--- config.mk ---
export PLATFORM = sky130hd
export DESIGN_NAME = hne_fifo
export DESIGN_NICKNAME = d
export VERILOG_FILES = /design/src/design/hne_pkg.sv /design/src/design/hne_fifo.sv
export SDC_FILE = /design/constraint.sdc
export NUM_CORES = 1
export LEC_CHECK = 0
export BUFFER_PORTS_ARGS = -buffer_cell sky130_fd_sc_hd__buf_4
export CORE_UTILIZATION = 55
export DETAILED_ROUTE_END_ITERATION = 7
export MAX_ROUTING_LAYER = met4
export PLACE_DENSITY = 0.8
export SLEW_MARGIN = 25
export SYNTH_ARGS = -nofsm -noshare
export SYNTH_HDL_FRONTEND = slang
export SYNTH_SLANG_ARGS = --single-unit
--- constraint.sdc ---
create_clock -name clk -period 6.42 [get_ports clk]
set_input_delay 0.963 -clock clk [delete_from_list [all_inputs] [get_ports clk]]
set_output_delay 0.963 -clock clk [all_outputs]
set_load 0.02 [all_outputs]
--- src/design/hne_pkg.sv ---
// hne_pkg: shared constants, codes and types of the heightmap normal engine
// no dependencies; used by every other design file
package hne_pkg;

  localparam int MAX_WIDTH  = 128;
  localparam int MAX_LENGTH = 128;
  localparam int COL_W      = 7;
  localparam int ROW_W      = 7;
  localparam int ADDR_W     = COL_W + ROW_W;
  localparam int CELLS      = MAX_WIDTH * MAX_LENGTH;
  localparam int SIZE_W     = 8;
  localparam int SCALE_W    = 16;
  localparam int SAMPLE_W   = 8;
  localparam int HEIGHT_W   = 18;
  localparam int NORM_W     = 19;
  localparam int UNIT_W     = 16;
  localparam int VEC_W      = 3 * NORM_W;

  localparam logic [SIZE_W-1:0]          MAX_WIDTH_SZ  = SIZE_W'(MAX_WIDTH);
  localparam logic [SIZE_W-1:0]          MAX_LENGTH_SZ = SIZE_W'(MAX_LENGTH);
  localparam logic signed [NORM_W-1:0]   ONE_Q14       = NORM_W'(16384);
  localparam logic [23:0]                RECIP_510     = 24'd8421504;  // floor(2^32/510)

  // input item kinds
  localparam logic MODE_LOAD = 1'b0;
  localparam logic MODE_READ = 1'b1;

  // configuration register indexes
  localparam int PADDR_W = 4;
  localparam logic [1:0] REG_GRID_WIDTH   = 2'd0;
  localparam logic [1:0] REG_GRID_LENGTH  = 2'd1;
  localparam logic [1:0] REG_HEIGHT_SCALE = 2'd2;

  // command queue between front and back
  localparam int QDEPTH = 4;
  localparam int QPTR_W = 2;

  typedef enum logic [1:0] {
    CMD_LOAD,
    CMD_READ,
    CMD_DFLT
  } cmd_op_t;

  typedef struct packed {
    cmd_op_t                     op;
    logic [ADDR_W-1:0]           addr;
    logic signed [HEIGHT_W-1:0]  height;
  } cmd_t;

endpackage

--- src/design/hne_fifo.sv ---
// hne_fifo: short command queue between front and back
// depends on hne_pkg
module hne_fifo (
  input  logic           clk,
  input  logic           rst,
  input  logic           push,
  input  hne_pkg::cmd_t  push_cmd,
  output logic           not_full,
  input  logic           pop,
  output hne_pkg::cmd_t  head,
  output logic           not_empty
);

  hne_pkg::cmd_t                   slots [hne_pkg::QDEPTH];
  logic [hne_pkg::QPTR_W-1:0]      wptr;
  logic [hne_pkg::QPTR_W-1:0]      rptr;
  logic [hne_pkg::QPTR_W:0]        count;

  assign not_full  = (count != (hne_pkg::QPTR_W+1)'(hne_pkg::QDEPTH));
  assign not_empty = (count != '0);
  assign head      = slots[rptr];

  always_ff @(posedge clk) begin
    if (push && not_full) slots[wptr] <= push_cmd;
    if (rst) begin
      wptr  <= '0;
      rptr  <= '0;
      count <= '0;
    end else begin
      if (push && not_full) wptr <= wptr + 1'b1;
      if (pop && not_empty) rptr <= rptr + 1'b1;
      count <= count + (hne_pkg::QPTR_W+1)'(push && not_full)
                     - (hne_pkg::QPTR_W+1)'(pop && not_empty);
    end
  end

endmodule

# Yosys cells after proc, flatten, opt, wreduce, memory -nomap -nowiden
# Memory sizes are Yosys's and may differ from the RTL's. A register that Yosys moved wholly into a read port is not among the register bits.
# Cells that the tools add are included.
# Widths: inputs -> output; s select.
[classes]
muxes = 4
add_sub_neg = 4
reduce_logical = 3
eq_ne = 1
[op_table]
columns = ["cell", "count"]
rows = [
  ["$add 2x1->2 const B", 2],
  ["$mux 2", 2],
  ["$add 3x1->3", 1],
  ["$ne 3x3->1 const B", 1],
  ["$reduce_bool 3->1", 1],
  ["$sub 3x1->3", 1],
  ["$logic_and 1x1->1", 2],
  ["$mux 1", 2],
]
[word_totals]
mem_count = 1
ramBits = 136
input_bits = 38
reg_bits = 7
word_cells = 16
[memory_table]
columns = ["memory", "words", "word_bits", "read_ports", "rd_clocked_by_memory_dff", "wr", "line_no", "rtl"]
rows = [
  ["slots", 4, 34, 1, 1, 1, "hne_fifo.sv:14", "hne_pkg::cmd_t slots [hne_pkg::QDEPTH];"],
]

# Depth between registers and ports, before layout
[logic_depth]
word_depth = 4
mapped_depth = 11
mapped_depth_nobuf = 11

# Least setup slack after synthesis
# Ideal clock, no wire load.
[synth_path]
path_kind = "input to register"
start = "input push"
end = "register count[2] (netlist bit)"
path_stages = 10
arrival_time_ns = 2.498
t_required_ns = 6.342
n_path_buf = 0
slack_ns = 3.844
path_cell_list = "a21boi_2 > inv_1 > ha_1 > inv_1 > ha_1 > inv_1 > fa_1 > xor2_1 > and2_1 > nor3_1"
[synth_via]
elab_chain_cells = 3
[synth_rtl]
columns = ["item", "line_no", "rtl"]
rows = [
  ["start, declared", "hne_fifo.sv:6", "input logic push,"],
  ["$logic_and 1x1->1", "hne_fifo.sv:32", "count <= count + (hne_pkg::QPTR_W+1)'(push && not_full)"],
  ["$add 3x1->3", "hne_fifo.sv:32", ""],
  ["$sub 3x1->3", "hne_fifo.sv:33", "- (hne_pkg::QPTR_W+1)'(pop && not_empty);"],
  ["end signal, assigned", "hne_fifo.sv:32", ""],
  ["end, declared", "hne_fifo.sv:17", "logic [hne_pkg::QPTR_W:0] count;"],
]
# No other way between the ends.
# A chain may end at the register's enable or synchronous reset.

==> results <==
- The clock tree synthesis step divided the H-tree into 4 levels.
- The number of global-route vias before repair was 2533.
- For this block, the routed nets add up to 8320 um of wire.
- The CTS tree is yes.
- The number of cells on the worst hold path is 2.
- The count of standard-cell rows is 35.
- The iteration count of the initial detailed-routing pass is 4.
- The all-layer global routing usage is 18.7%.
- Clock tree synthesis selected as its root buffer the cell sky130_fd_sc_hd__clkbuf_8.
- In this run the worst path has a maximum fanout of 18.
- The worst endpoint data arrival time is 2.46 ns.
- The worst-case clock buffer depth is 2.
- The finished layout holds 452 standard cells, fillers aside.
- The chip width is 101 um.
- Headroom to the max-slew limit came out at 38.3%.
- The average size of a mapped cell is 23.9 um^2.
- The total congestion overflow after global routing is 0.
- The antenna violation net count after detailed routing is 0.
- At the pin with the least slew margin, the transition time is 0.926 ns.
- The cell depth of the worst flop-to-flop path is 11.
- Clock latency on the worst-skew pair, taken at its later pin, is 0.50 ns.
- The total nets after synthesis is 272.
- After clock tree synthesis, the clock-pin slew on the worst setup and hold paths is 0.06 ns.
- The post-synthesis cell type count is 25.
- The leakage component of the power is 2.32 nW.
- The worst setup path is captured at an output port.
- Ranked by total cell area, the synthesized netlist is headed by sky130_fd_sc_hd__edfxtp_1, sky130_fd_sc_hd__mux4_2, sky130_fd_sc_hd__dfxtp_1, sky130_fd_sc_hd__mux4_1, sky130_fd_sc_hd__ha_1.
- In this run the critical register-to-register path is launched from count[1]$_SDFF_PP0_.
- The path with the worst hold slack has its endpoint at wptr[1]$_SDFFE_PP0P_.
- The power density over cell area is 443 nW/um^2.
- The fraction of registers with async set or reset after synthesis is 0%.
- The number of antenna cells inserted is 0.
- Synthesis produced 227 cells.
- The detailed router finished its first iteration with 102 violations.
- The worst hold-check path type is reg2reg.
- The final-layout setup total negative slack is 0 ns.
- The reg-to-reg endpoint is count[2]$_SDFF_PP0_.
- The clock sink count is 145.
- The worst-case vdd ir drop is 0.000297 V.
- Max-cap violations in this run came to 0.
- The final hold violation count is 0.
- Setup repair after global routing left no endpoint under its margin.
- The area enclosed by the die boundary is 10300 um^2.
- STA classifies the critical path startpoint as a flop.
- The initial utilization of the core area, before any placement, comes to 57.6%.
- After synthesis, flip-flops and latches occupy 78.6% of the total area.
- Gates resized during post-CTS repair numbered 0.
- In the routed design, unresolved DRC markers number 0.
- During synthesis, Yosys emitted a total of 0 warnings.
- The final setup skew is 0.0102 ns.
- The post-place setup slack is 3.44 ns.
- The area of the mapped netlist is 5420 um^2.
- The core area is 9420 um^2.
- The endpoint required time on the critical path is 5.46 ns.
- The number of placed instances, taps included is 421.
- The commonest cells after synthesis are sky130_fd_sc_hd__edfxtp_1, sky130_fd_sc_hd__mux4_2, sky130_fd_sc_hd__dfxtp_1.
- Of the available clock period, the critical path in the final layout requires 53.3%.
- The wire length of the first global-routing pass is 12900 um.
- Counting flops and latches in the post-synthesis netlist gives 145.
- The number of primary I/O pins is 74.
- Once detailed placement completed, the half-perimeter wirelength came to 4790 um.
- The count of final max-slew check failures is 0.
- The run finished with clean final reports.
- The worst setup path is of the reg2out kind.
- The synthesized design spends more area on one cell type than any other, namely sky130_fd_sc_hd__edfxtp_1.
- The final setup slack of the worst path is 3.00 ns.
- Subtracting the final worst setup slack from the clock period gives 3.42 ns.
- The average wire length per cell after detail routing is 18.4 um.
- The total power is 2.96 mW.
- The count of buffers added by post-CTS timing repair for setup is 0.
- The floorplan die height is 101 um.
- The worst reg-to-reg setup slack is 4.12 ns.
- The synthesized design contains 136 enable-type register cells.
- The number of buffers added by the clock tree synthesis step is 17.
- Port buffering added 73 buffers.
- For this run, the leading register cell type out of synthesis is sky130_fd_sc_hd__edfxtp_1.
- Routability-driven placement finished with a final weighted congestion of 0.640.
- The most frequently used cell type in the post-synthesis netlist is sky130_fd_sc_hd__edfxtp_1.
- After the last flow step, the layout net total stands at 356.
- Setup violations remaining at the end of the flow were counted as 0.
- The layout overhead on the synthesized area is 23.2%.
- The pin count of the biggest net entering global routing is 35.
- The number of hold buffers added after CTS was 0.
- The number of antenna violations at the first check in global routing came to 0.
- In the final layout, the share of cells above drive strength 1 is 44.0%.
- In this run the most critical hold path is launched from wptr[1]$_SDFFE_PP0P_.
- The share of Yosys cell area claimed by the top area cell type is 75.3%.
- The detailed-route via count is 2417.
- Dividing the detail-routed via count by the number of cells gives 5.35.
- The achievable clock frequency is 292 MHz.
worst max-delay path by stage:
stage | start | end | slack (ns) | cells past startpoint
floorplan | push | count[2]$_SDFF_PP0_ | 3.84 | 10
global placement | flop | head[30] | 3.42 | 3
detailed placement | flop | head[30] | 3.44 | 3
CTS | flop | head[30] | 2.89 | 3
global route | flop | head[30] | 2.78 | 3
finish | flop | head[30] | 3.00 | 3
kinds of logic (layout without fill, tap and decap cells):
kind of cell	count (synthesis)	in the layout	synth area share (%)
and+or+nand+nor	19	19	1.75
AOI/OAI and AO/OA	3	3	0.531
adders and majority gates	7	7	1.75
xor gates and xnor gates	3	3	0.485
buffers and inverters	14	110	2.08
DFF	145	145	78.6
muxes	36	36	14.8
flip-flops by register name, summed over array words and instances, names as in the netlist, named ones only:
register / cells
count: 3
rptr: 2
slots: 136
wptr: 2
layout make-up:
cell class	instances	area, um^2
Timing Repair Buffer	74	556
Tap cell	129	161
Fill cell	574	2740
Clock buffer	18	418
Inverter	5	18.8
Multi-Input combinational cell	68	1050
Sequential cell	145	4270
Clock inverter	13	208
where the power goes:
| group | total (mW) | internal [mW] | switching (mW) |
|---|---|---|---|
| clock network | 1.02 | 0.670 | 0.353 |
| registers | 1.24 | 1.17 | 0.0785 |
| logic | 0.689 | 0.340 | 0.349 |
| total | 2.96 | 2.18 | 0.781 |
placed cells by master (no fill, tap or decap), drive strengths merged:
cell type    n
edfxtp     136
buf         74
mux4        34
clkbuf      18
dfxtp        9
nor2         8
inv          8
ha           6
bufinv       5
and2         5
clkinv       4
xor2         2
nand2b       2
o31a         1
nand2        1
a21boi       1
or3          1
nor2b        1
mux2         1
xnor2        1
o311ai       1
mux2i        1
nor3         1
fa           1
clkinvlp     1
per-stage QoR:
step,area (um^2),util (%),hold WS (ns)
after floorplan,5420,-,0.482
after global placement,6050,64.3,0.498
after detailed placement,6050,64.3,0.518
after CTS,6680,71.0,0.536
after global routing,6680,71.0,0.557
final,6680,71.0,0.530
worst max-delay path, cell delays in order (launching register included):
cell and delay [ns]:
sky130_fd_sc_hd__dfxtp_2 0.72, sky130_fd_sc_hd__buf_4 0.44, sky130_fd_sc_hd__mux4_1 0.61, sky130_fd_sc_hd__buf_4 0.18
per-layer routing:
metal | routed length (um) | up-vias | global-route usage (%)
met4 | 61 | 0 | 6.69
met1 | 3770 | 1229 | 24.2
met2 | 4100 | 70 | 28.1
li1 | - | 1112 | -
met5 | 0 | - | -
met3 | 392 | 6 | 5.87
No activity file was read; power rests on OpenSTA's default activity.
