===== config.mk =====
export PLATFORM = sky130hd
export DESIGN_NAME = hne_front_flat
export DESIGN_NICKNAME = d
export VERILOG_FILES = /design/src/design/hne_pkg.sv /design/src/design/hne_if.sv /design/src/design/hne_front.sv /design/src/flat_wrapper.sv
export SDC_FILE = /design/constraint.sdc
export NUM_CORES = 1
export LEC_CHECK = 0
export ABC_AREA = 1
export BUFFER_PORTS_ARGS = -buffer_cell sky130_fd_sc_hd__buf_2
export CORE_MARGIN = 4
export CORE_UTILIZATION = 55
export DETAILED_ROUTE_END_ITERATION = 10
export PLACE_DENSITY = 0.84
export SKIP_LAST_GASP = 1
export SLEW_MARGIN = 20
export SYNTH_ARGS = -nofsm -noshare
export SYNTH_HDL_FRONTEND = slang
export SYNTH_SLANG_ARGS = --single-unit

===== constraint.sdc =====
create_clock -name clk -period 4.8 [get_ports clk]
set_input_delay 0.48 -clock clk [delete_from_list [all_inputs] [get_ports clk]]
set_output_delay 0.48 -clock clk [all_outputs]
set_load 0.005 [all_outputs]

===== src/design/hne_pkg.sv =====
// hne_pkg: shared constants, codes and types of the heightmap normal engine
// no dependencies; used by every other design file
package hne_pkg;

  localparam int MAX_WIDTH  = 128;
  localparam int MAX_LENGTH = 128;
  localparam int COL_W      = 7;
  localparam int ROW_W      = 7;
  localparam int ADDR_W     = COL_W + ROW_W;
  localparam int CELLS      = MAX_WIDTH * MAX_LENGTH;
  localparam int SIZE_W     = 8;
  localparam int SCALE_W    = 16;
  localparam int SAMPLE_W   = 8;
  localparam int HEIGHT_W   = 18;
  localparam int NORM_W     = 19;
  localparam int UNIT_W     = 16;
  localparam int VEC_W      = 3 * NORM_W;

  localparam logic [SIZE_W-1:0]          MAX_WIDTH_SZ  = SIZE_W'(MAX_WIDTH);
  localparam logic [SIZE_W-1:0]          MAX_LENGTH_SZ = SIZE_W'(MAX_LENGTH);
  localparam logic signed [NORM_W-1:0]   ONE_Q14       = NORM_W'(16384);
  localparam logic [23:0]                RECIP_510     = 24'd8421504;  // floor(2^32/510)

  // input item kinds
  localparam logic MODE_LOAD = 1'b0;
  localparam logic MODE_READ = 1'b1;

  // configuration register indexes
  localparam int PADDR_W = 4;
  localparam logic [1:0] REG_GRID_WIDTH   = 2'd0;
  localparam logic [1:0] REG_GRID_LENGTH  = 2'd1;
  localparam logic [1:0] REG_HEIGHT_SCALE = 2'd2;

  // command queue between front and back
  localparam int QDEPTH = 4;
  localparam int QPTR_W = 2;

  typedef enum logic [1:0] {
    CMD_LOAD,
    CMD_READ,
    CMD_DFLT
  } cmd_op_t;

  typedef struct packed {
    cmd_op_t                     op;
    logic [ADDR_W-1:0]           addr;
    logic signed [HEIGHT_W-1:0]  height;
  } cmd_t;

endpackage


===== src/design/hne_if.sv =====
// hne_req_if / hne_resp_if: valid-ready channels of the heightmap normal engine
// depends on hne_pkg for field widths
interface hne_req_if;
  logic                           valid;
  logic                           ready;
  logic                           mode;
  logic [hne_pkg::COL_W-1:0]      column;
  logic [hne_pkg::ROW_W-1:0]      row;
  logic [hne_pkg::SAMPLE_W-1:0]   sample;
  modport source(output valid, mode, column, row, sample, input ready);
  modport sink(input valid, mode, column, row, sample, output ready);
endinterface



===== src/design/hne_front.sv =====
// hne_front: accepts words, classifies them and converts load bytes to heights
// depends on hne_pkg and hne_req_if
module hne_front (
  input  logic                              clk,
  input  logic                              rst,
  hne_req_if.sink                           req,
  input  logic [hne_pkg::SIZE_W-1:0]        eff_w,
  input  logic [hne_pkg::SIZE_W-1:0]        eff_l,
  input  logic [hne_pkg::SCALE_W-1:0]       height_scale,
  output hne_pkg::cmd_t                     push_cmd,
  output logic                              push_valid,
  input  logic                              push_ready
);

  typedef enum logic [2:0] {
    F_IDLE, F_SCALE, F_RECIP, F_QUOT, F_BACK, F_FIX, F_PUSH
  } fstate_t;

  fstate_t      state;
  logic         neg;
  logic [7:0]   mag8;
  logic [24:0]  mm;
  logic [48:0]  prod;
  logic [16:0]  q0;
  logic [25:0]  qm;
  hne_pkg::cmd_t cmd;

  logic         in_grid;
  logic [9:0]   diff;
  logic [24:0]  rem;
  logic [16:0]  quo;

  assign in_grid = ({1'b0, req.column} < eff_w) && ({1'b0, req.row} < eff_l);
  assign diff    = {1'b0, req.sample, 1'b0} - 10'd255;
  assign rem     = mm - qm[24:0];
  assign quo     = (rem >= 25'd510) ? q0 + 17'd1 : q0;

  assign req.ready  = (state == F_IDLE);
  assign push_valid = (state == F_PUSH);
  assign push_cmd   = cmd;

  always_ff @(posedge clk) begin
    if (rst) begin
      state <= F_IDLE;
    end else begin
      unique case (state)
        F_IDLE: begin
          if (req.valid) begin
            cmd.addr   <= {req.row, req.column};
            cmd.height <= '0;
            if (req.mode == hne_pkg::MODE_LOAD) begin
              cmd.op <= hne_pkg::CMD_LOAD;
              neg    <= diff[9];
              mag8   <= diff[9] ? 8'(-diff) : diff[7:0];
              if (in_grid) state <= F_SCALE;
            end else begin
              cmd.op <= in_grid ? hne_pkg::CMD_READ : hne_pkg::CMD_DFLT;
              state  <= F_PUSH;
            end
          end
        end
        F_SCALE: begin
          mm    <= 25'(height_scale * mag8) + 25'd255;
          state <= F_RECIP;
        end
        F_RECIP: begin
          prod  <= mm * hne_pkg::RECIP_510;
          state <= F_QUOT;
        end
        F_QUOT: begin
          q0    <= prod[48:32];
          state <= F_BACK;
        end
        F_BACK: begin
          qm    <= q0 * 9'd510;
          state <= F_FIX;
        end
        F_FIX: begin
          cmd.height <= neg ? -$signed({1'b0, quo}) : $signed({1'b0, quo});
          state      <= F_PUSH;
        end
        F_PUSH: begin
          if (push_ready) state <= F_IDLE;
        end
        default: state <= F_IDLE;
      endcase
    end
  end

endmodule


===== src/flat_wrapper.sv =====
// flat-port wrapper written by rule: the top's interface ports become plain ports
module hne_front_flat 
  (clk, rst, eff_w, eff_l, height_scale, push_cmd, push_valid, push_ready, req_valid, req_mode, req_column, req_row, req_sample, req_ready);
  hne_req_if req_i ();
  input  logic clk;
  input  logic rst;
  input  logic [hne_pkg::SIZE_W-1:0] eff_w;
  input  logic [hne_pkg::SIZE_W-1:0] eff_l;
  input  logic [hne_pkg::SCALE_W-1:0] height_scale;
  output hne_pkg::cmd_t push_cmd;
  output logic push_valid;
  input  logic push_ready;
  input wire logic [$bits(req_i.valid)-1:0] req_valid;
  input wire logic [$bits(req_i.mode)-1:0] req_mode;
  input wire logic [$bits(req_i.column)-1:0] req_column;
  input wire logic [$bits(req_i.row)-1:0] req_row;
  input wire logic [$bits(req_i.sample)-1:0] req_sample;
  output wire logic [$bits(req_i.ready)-1:0] req_ready;
  assign req_i.valid = req_valid;
  assign req_i.mode = req_mode;
  assign req_i.column = req_column;
  assign req_i.row = req_row;
  assign req_i.sample = req_sample;
  assign req_ready = req_i.ready;
  hne_front u_core (.clk(clk), .rst(rst), .req(req_i), .eff_w(eff_w), .eff_l(eff_l), .height_scale(height_scale), .push_cmd(push_cmd), .push_valid(push_valid), .push_ready(push_ready));
endmodule

# --- Yosys cells after proc, flatten, opt, wreduce, memory -nomap -nowiden ---
# Index checks and enable logic that the tools add are counted.
word_totals:
  ff_bits: 154
  in_bits: 59
  out_inout_bits: 36
op_classes:
  addsub: 6
  n_mul: 3
  magnitude_cmp: 3
  eq_ne: 9
  mux: 11
  bitwise: 2
  reduce_logical: 11
ops:
  columns: ["cell", "count"]
  rows:
  - ["multiplier 25 x 17 -> 42 bit, second input constant", 1]
  - ["two-way mux 18 bit", 2]
  - ["case mux 18 bit (2 select lines)", 1]
  - ["adder 24 x 8 -> 25 bit, second input constant", 1]
  - ["greater-or-equal comparator 25 x 9 -> 1 bit, second input constant", 1]
  - ["subtractor 25 bit", 1]
  - ["multiplier 16 x 8 -> 24 bit", 1]
  - ["multiplier 17 x 8 -> 24 bit, second input constant", 1]
  - ["case mux 3 bit (7 select lines)", 1]
  - ["negation 17 -> 18 bit", 1]
  - ["adder 17 x 1 -> 17 bit, second input constant", 1]
  - ["two-way mux 17 bit", 1]
  - ["< comparator 7 x 8 -> 1 bit", 2]
  - ["two-way mux 3 bit", 4]
  - ["subtractor 9 x 8 -> 10 bit, second input constant", 1]
  - ["equality test 3 bit, second input constant", 3]
  - ["AND reduction 3 bit", 3]
  - ["two-way mux 8 bit", 1]
  - ["negation 8 bit", 1]
  - ["AND reduction 2 bit", 4]
  - ["equality test 3 x 2 -> 1 bit, second input constant", 2]
  - ["AND reduction 4 bit", 1]
  - ["equality test 3 x 1 -> 1 bit, second input constant", 1]
  - ["zero test 3 bit", 1]
  - ["other kinds (7)", 8]

# --- Longest topological paths before layout ---
depth:
  word_depth: 6
  depth_mapped: 30

# --- Worst setup path after synthesis ---
# OpenSTA, ideal clock, no wires.
synth_timing:
  path_type: "flip-flop to flip-flop"
  startpoint: "register u_core.mag8[7]"
  endpoint: "register u_core.mm[24], data pin"
  setup_ps: 258
  t_arrival_ps: 4867
  setup_slack_ps: -324
  stages_incl_launch_ff: 24
  path_buffers: 2
  synth_period_minus_slack_ps: 5124
  cell_sequence: "edfxtp_1 -> clkbuf_1 -> clkbuf_1 -> nand2_1 -> inv_1 -> fa_1 -> inv_1 -> fa_1 -> fa_1 -> inv_1 -> fa_1 -> ha_1 -> a21oi_1 -> o21ai_0 -> a21oi_1 -> inv_1 -> a21oi_1 -> o21ai_0 -> a21boi_0 -> o21ai_0 -> a21oi_1 -> nor2_1 -> nor2_1 -> xnor2_1"
synth_via:
  elab_chain_cells: 2
synth_lines:
  columns: ["item", "line", "rtl"]
  rows:
  - ["start, declared", "hne_front.sv:21", "logic [7:0] mag8;"]
  - ["start signal, assigned", "hne_front.sv:54", "mag8 <= diff[9] ? 8'(-diff) : diff[7:0];"]
  - ["multiplier 16 x 8 -> 24 bit", "hne_front.sv:63", "mm <= 25'(height_scale * mag8) + 25'd255;"]
  - ["adder 24 x 8 -> 25 bit", "hne_front.sv:63", null]
  - ["end signal, assigned", "hne_front.sv:63", null]
  - ["end, declared", "hne_front.sv:22", "logic [24:0] mm;"]
# No other way between the ends.
# A chain may end at the register's enable or synchronous reset.

# --- Worst setup path after layout ---
layout_timing:
  startpoint: "register u_core.mag8[4]"
  endpoint: "register u_core.mm[24], data pin"
# The elaborated chain is that of the path after synthesis.

==> impl_metrics.py <==
metrics = {
    "drt": {
        "vias_per_cell": 5.41,
        "first_pass_iters": 6,
        "wl_per_cell_um": 16.7,
        "via_count": 14018,
        "drtIter0Drc": 1268,
        "ant_nets": 0,
        "drcViolationCount": 0,
        "wl_um": 43200,
    },
    "power_and_ir_drop": {
        "power_density_nw_per_um2": 640,
        "clkPwrFrac_pct": 9.8,
        "combinationalPowerShare_pct": 74.2,
        "pwr-share-seq_pct": 16.0,
        "leakagePower_nw": 10.3,
        "switchingPower_mw": 5.92,
        "intPower_mw": 6.54,
        "swShare_pct": 47.5,
        "ir_worst_vdd_v": 0.000464,
    },
    "grt": {
        "grt_pass1_vias": 13908,
        "grt_pass1_wl_um": 66700,
        "antenna_found_initial": 1,
        "overflow": 0,
        "grt_max_degree": 26,
        "track_usage_pct": 24.6,
    },
    "floorplan": {
        "pin_count": 95,
        "die_area_um2": 33300,
        "row_count": 63,
        "die_w_um": 183,
        "coreArea_um2": 29900,
        "start_util_pct": 56.1,
        "fp.dieH_um": 183,
    },
    "setup_path": {
        "path_class": "flop to flop",
        "cp_top_family": "adder cells",
        "end_kind": "flop",
        "cp.arrival_ns": 5.09,
        "crit_slowest_cell": "fa_1",
        "worstPathMaxFanout": 8,
        "cpPeakStageDelay_ns": 0.58,
        "timing.critical_path.from_type": "flop",
        "required_ns": 4.99,
        "crit_buf_inv": 5,
        "cp_cell_sequence": "buf_12 > nand2_1 > inv_1 > fa_1 > inv_1 > fa_1 > fa_1 > inv_1 > fa_1 > ha_4 > a21oi_4 > o21ai_2 > a21oi_2 > inv_1 > a21oi_2 > o21ai_2 > a21boi_2 > o21ai_2 > a21oi_2 > nor2_1 > nor2_1 > xnor2_1",
    },
    "synth": {
        "netlist_instances": 1986,
        "synth-xor-area-share_pct": 4.50,
        "synth_edf_count": 125,
        "yosys-top-cells-area": "edfxtp_1 (22%), fa_1 (21%), ha_1 (18%)",
        "synth_top_family_by_area": "adder cells",
        "syn_area_per_cell_um2": 8.43,
        "syn_nets": 2454,
        "synth_cell_types": 44,
        "synth-seq-area-share_pct": 22.8,
        "yosysTopAreaCell": "edfxtp_1",
        "yosys.area_share.simple_pct": 16.7,
        "ys_async_sr_fraction_pct": 0,
        "ys_ff_latch": 128,
        "synthAdderAreaFrac_pct": 38.3,
        "yosysWarnings": 0,
        "synth_top_area_share_pct": 22.4,
        "synth_area_um2": 16700,
        "synth_compound_area_share_pct": 5.92,
        "synth_ff_type": "edfxtp_1",
        "synthMuxAreaShare_pct": 0,
    },
    "sta": {
        "maxSlewHeadroom_pct": 50.5,
        "tightest_slew_ns": 0.742,
        "setup_tns_ns": -0.113,
        "setup_slack_ns": -0.0970,
        "min_period_ns": 4.90,
        "finClkSkew_ns": 0.0128,
        "finalMaxSlewViolations": 0,
        "setup_viol": 4,
        "rsz0062_at_grt": "true",
        "finalHoldWorstSlack_ns": 0.242,
        "fin_crit_sh_pct": 102,
        "fmax_mhz": 204,
        "hold_viol": 0,
    },
    "clock_network": {
        "cts_buffer_depth": 2,
        "cts_tree": "yes",
        "clk_latency_ns": 0.44,
        "numCtsBuffers": 17,
        "clkTransAtPathRegs_ns": 0.07,
        "root_buffer": "clkbuf_16",
        "hold_buffers": 0,
        "htreeDepth": 4,
        "cts.sinks": 128,
    },
    "outcome": {
        "violations": "setup timing",
        "status": "complete, but fails checks",
    },
    "placement": {
        "dp_hpwl_um": 33200,
        "port_buffers": 94,
        "place.gp.congestion": 0.914,
        "place_area_um2": 18300,
        "place_worst_setup_slack_ns": -0.234,
    },
    "cells_and_area": {
        "drive_gt1_share_pct": 16.9,
        "area_growth_pct": 16.3,
        "nNetsFinal": 2656,
        "fin_util_pct": 65.2,
        "layout_commonest_cell": "inv_1",
        "final_area_um2": 19500,
        "fillers": 2186,
        "final_cell_mix": "inv_1 (467), nand2_1 (401), ha_1 (218), fa_1 (167), edfxtp_1 (125)",
    },
    "worst_hold_path": {
        "hold_path_class": "primary input to flop",
    },
    "run": {
        "maxCapViolations": 0,
    },
}
## worst reg2reg max path, cell delays in order (launching register included)
cell	delay, ns
edfxtp_1	0.42
buf_12	0.17
nand2_1	0.06
inv_1	0.05
fa_1	0.53
inv_1	0.06
fa_1	0.50
fa_1	0.52
inv_1	0.06
fa_1	0.58
ha_4	0.23
a21oi_4	0.17
o21ai_2	0.07
a21oi_2	0.17
inv_1	0.08
a21oi_2	0.19
o21ai_2	0.10
a21boi_2	0.20
o21ai_2	0.10
a21oi_2	0.14
nor2_1	0.05
nor2_1	0.12
xnor2_1	0.08
## registers in the layout, summed over array words and instances (netlist names)
name	flops
u_core.qm	24
u_core.q0	17
u_core.state	3
u_core.mag8	7
u_core.prod	17
u_core.push_cmd	34
u_core.neg	1
u_core.mm	25
## area by class of cell
class                   instances  area, um2  share of cell area (%)
clock buffers                  19        433                    2.22
inverters                     491       1840                    9.46
diodes                          1       2.50                  0.0129
multi-input cells            1336      11400                    58.4
well taps                     390        488                    2.51
flip-flops and latches        128       3810                    19.6
clock inverters                13        105                   0.540
repair buffers                214       1410                    7.23
## logic make-up (layout without fill, tap and decap cells)
kind of cell,count (synthesis),count (layout)
other cells,0,1
fa+ha+maj,409,409
compound gates,183,183
simple gates,658,658
buf+inv,522,737
flops,128,128
xor+xnor,86,86
## cells in the mapped netlist, types with 3 or more instances
cell / number
or2_2: 4
o211ai_1: 5
o21ai_1: 7
nor3_1: 25
nand2_1: 409
inv_2: 21
edfxtp_1: 125
fa_1: 173
clkbuf_1: 26
o21a_1: 3
a21boi_0: 5
xnor2_1: 30
inv_1: 469
o21bai_1: 3
nor2_2: 10
a21o_1: 3
a211oi_1: 3
nand3b_1: 3
ha_1: 236
nand4_1: 25
nand2_2: 11
nor2_1: 105
a21oi_1: 103
a31oi_1: 3
nor2_4: 4
dfxtp_1: 3
xor2_1: 56
o21ai_0: 43
nand3_1: 51
nor4_1: 4
## worst paths after layout
kind	start	end	slack (ns)	cells after the start
min	req_row[5]	u_core.push_cmd[30]	0.24	1
min reg2reg	u_core.prod[39]	u_core.q0[7]	0.42	0
max	u_core.mag8[4]	u_core.mm[24]	-0.1	22
max reg2reg	u_core.mag8[4]	u_core.mm[24]	-0.1	22
## layer usage
layer	part of all wire (%)	track usage (%)
met5	0.030	0
met1	39	30.5
met2	51	44.2
met3	6.3	3.85
met4	3.7	7.39
## per-stage QoR
stage | total power, mW | instances
after floorplan | 7.34 | 1986
after global placement | 9.44 | 2525
after detailed placement | 9.83 | 2525
after CTS | 11.4 | 2571
after global routing | 13.5 | 2591
final | 12.5 | 2592
## power by group through the flow
stage	Clock, mW	Sequential (mW)	Combinational, mW
2_1_floorplan	0	1.93	5.41
3_3_place_gp	0	2.01	7.43
3_5_place_dp	0	2.02	7.81
4_1_cts	1.22	1.99	8.21
5_1_grt	1.27	2.00	10.2
6_report	1.22	1.99	9.24
## what timing repair did
item	CTS	global route
endpoints found under the setup margin	9	14
gates cloned	0	0
resized for setup	23	58
buffers inserted	14	20
pin swaps	14	41
No activity file was read; power rests on OpenSTA's default activity.
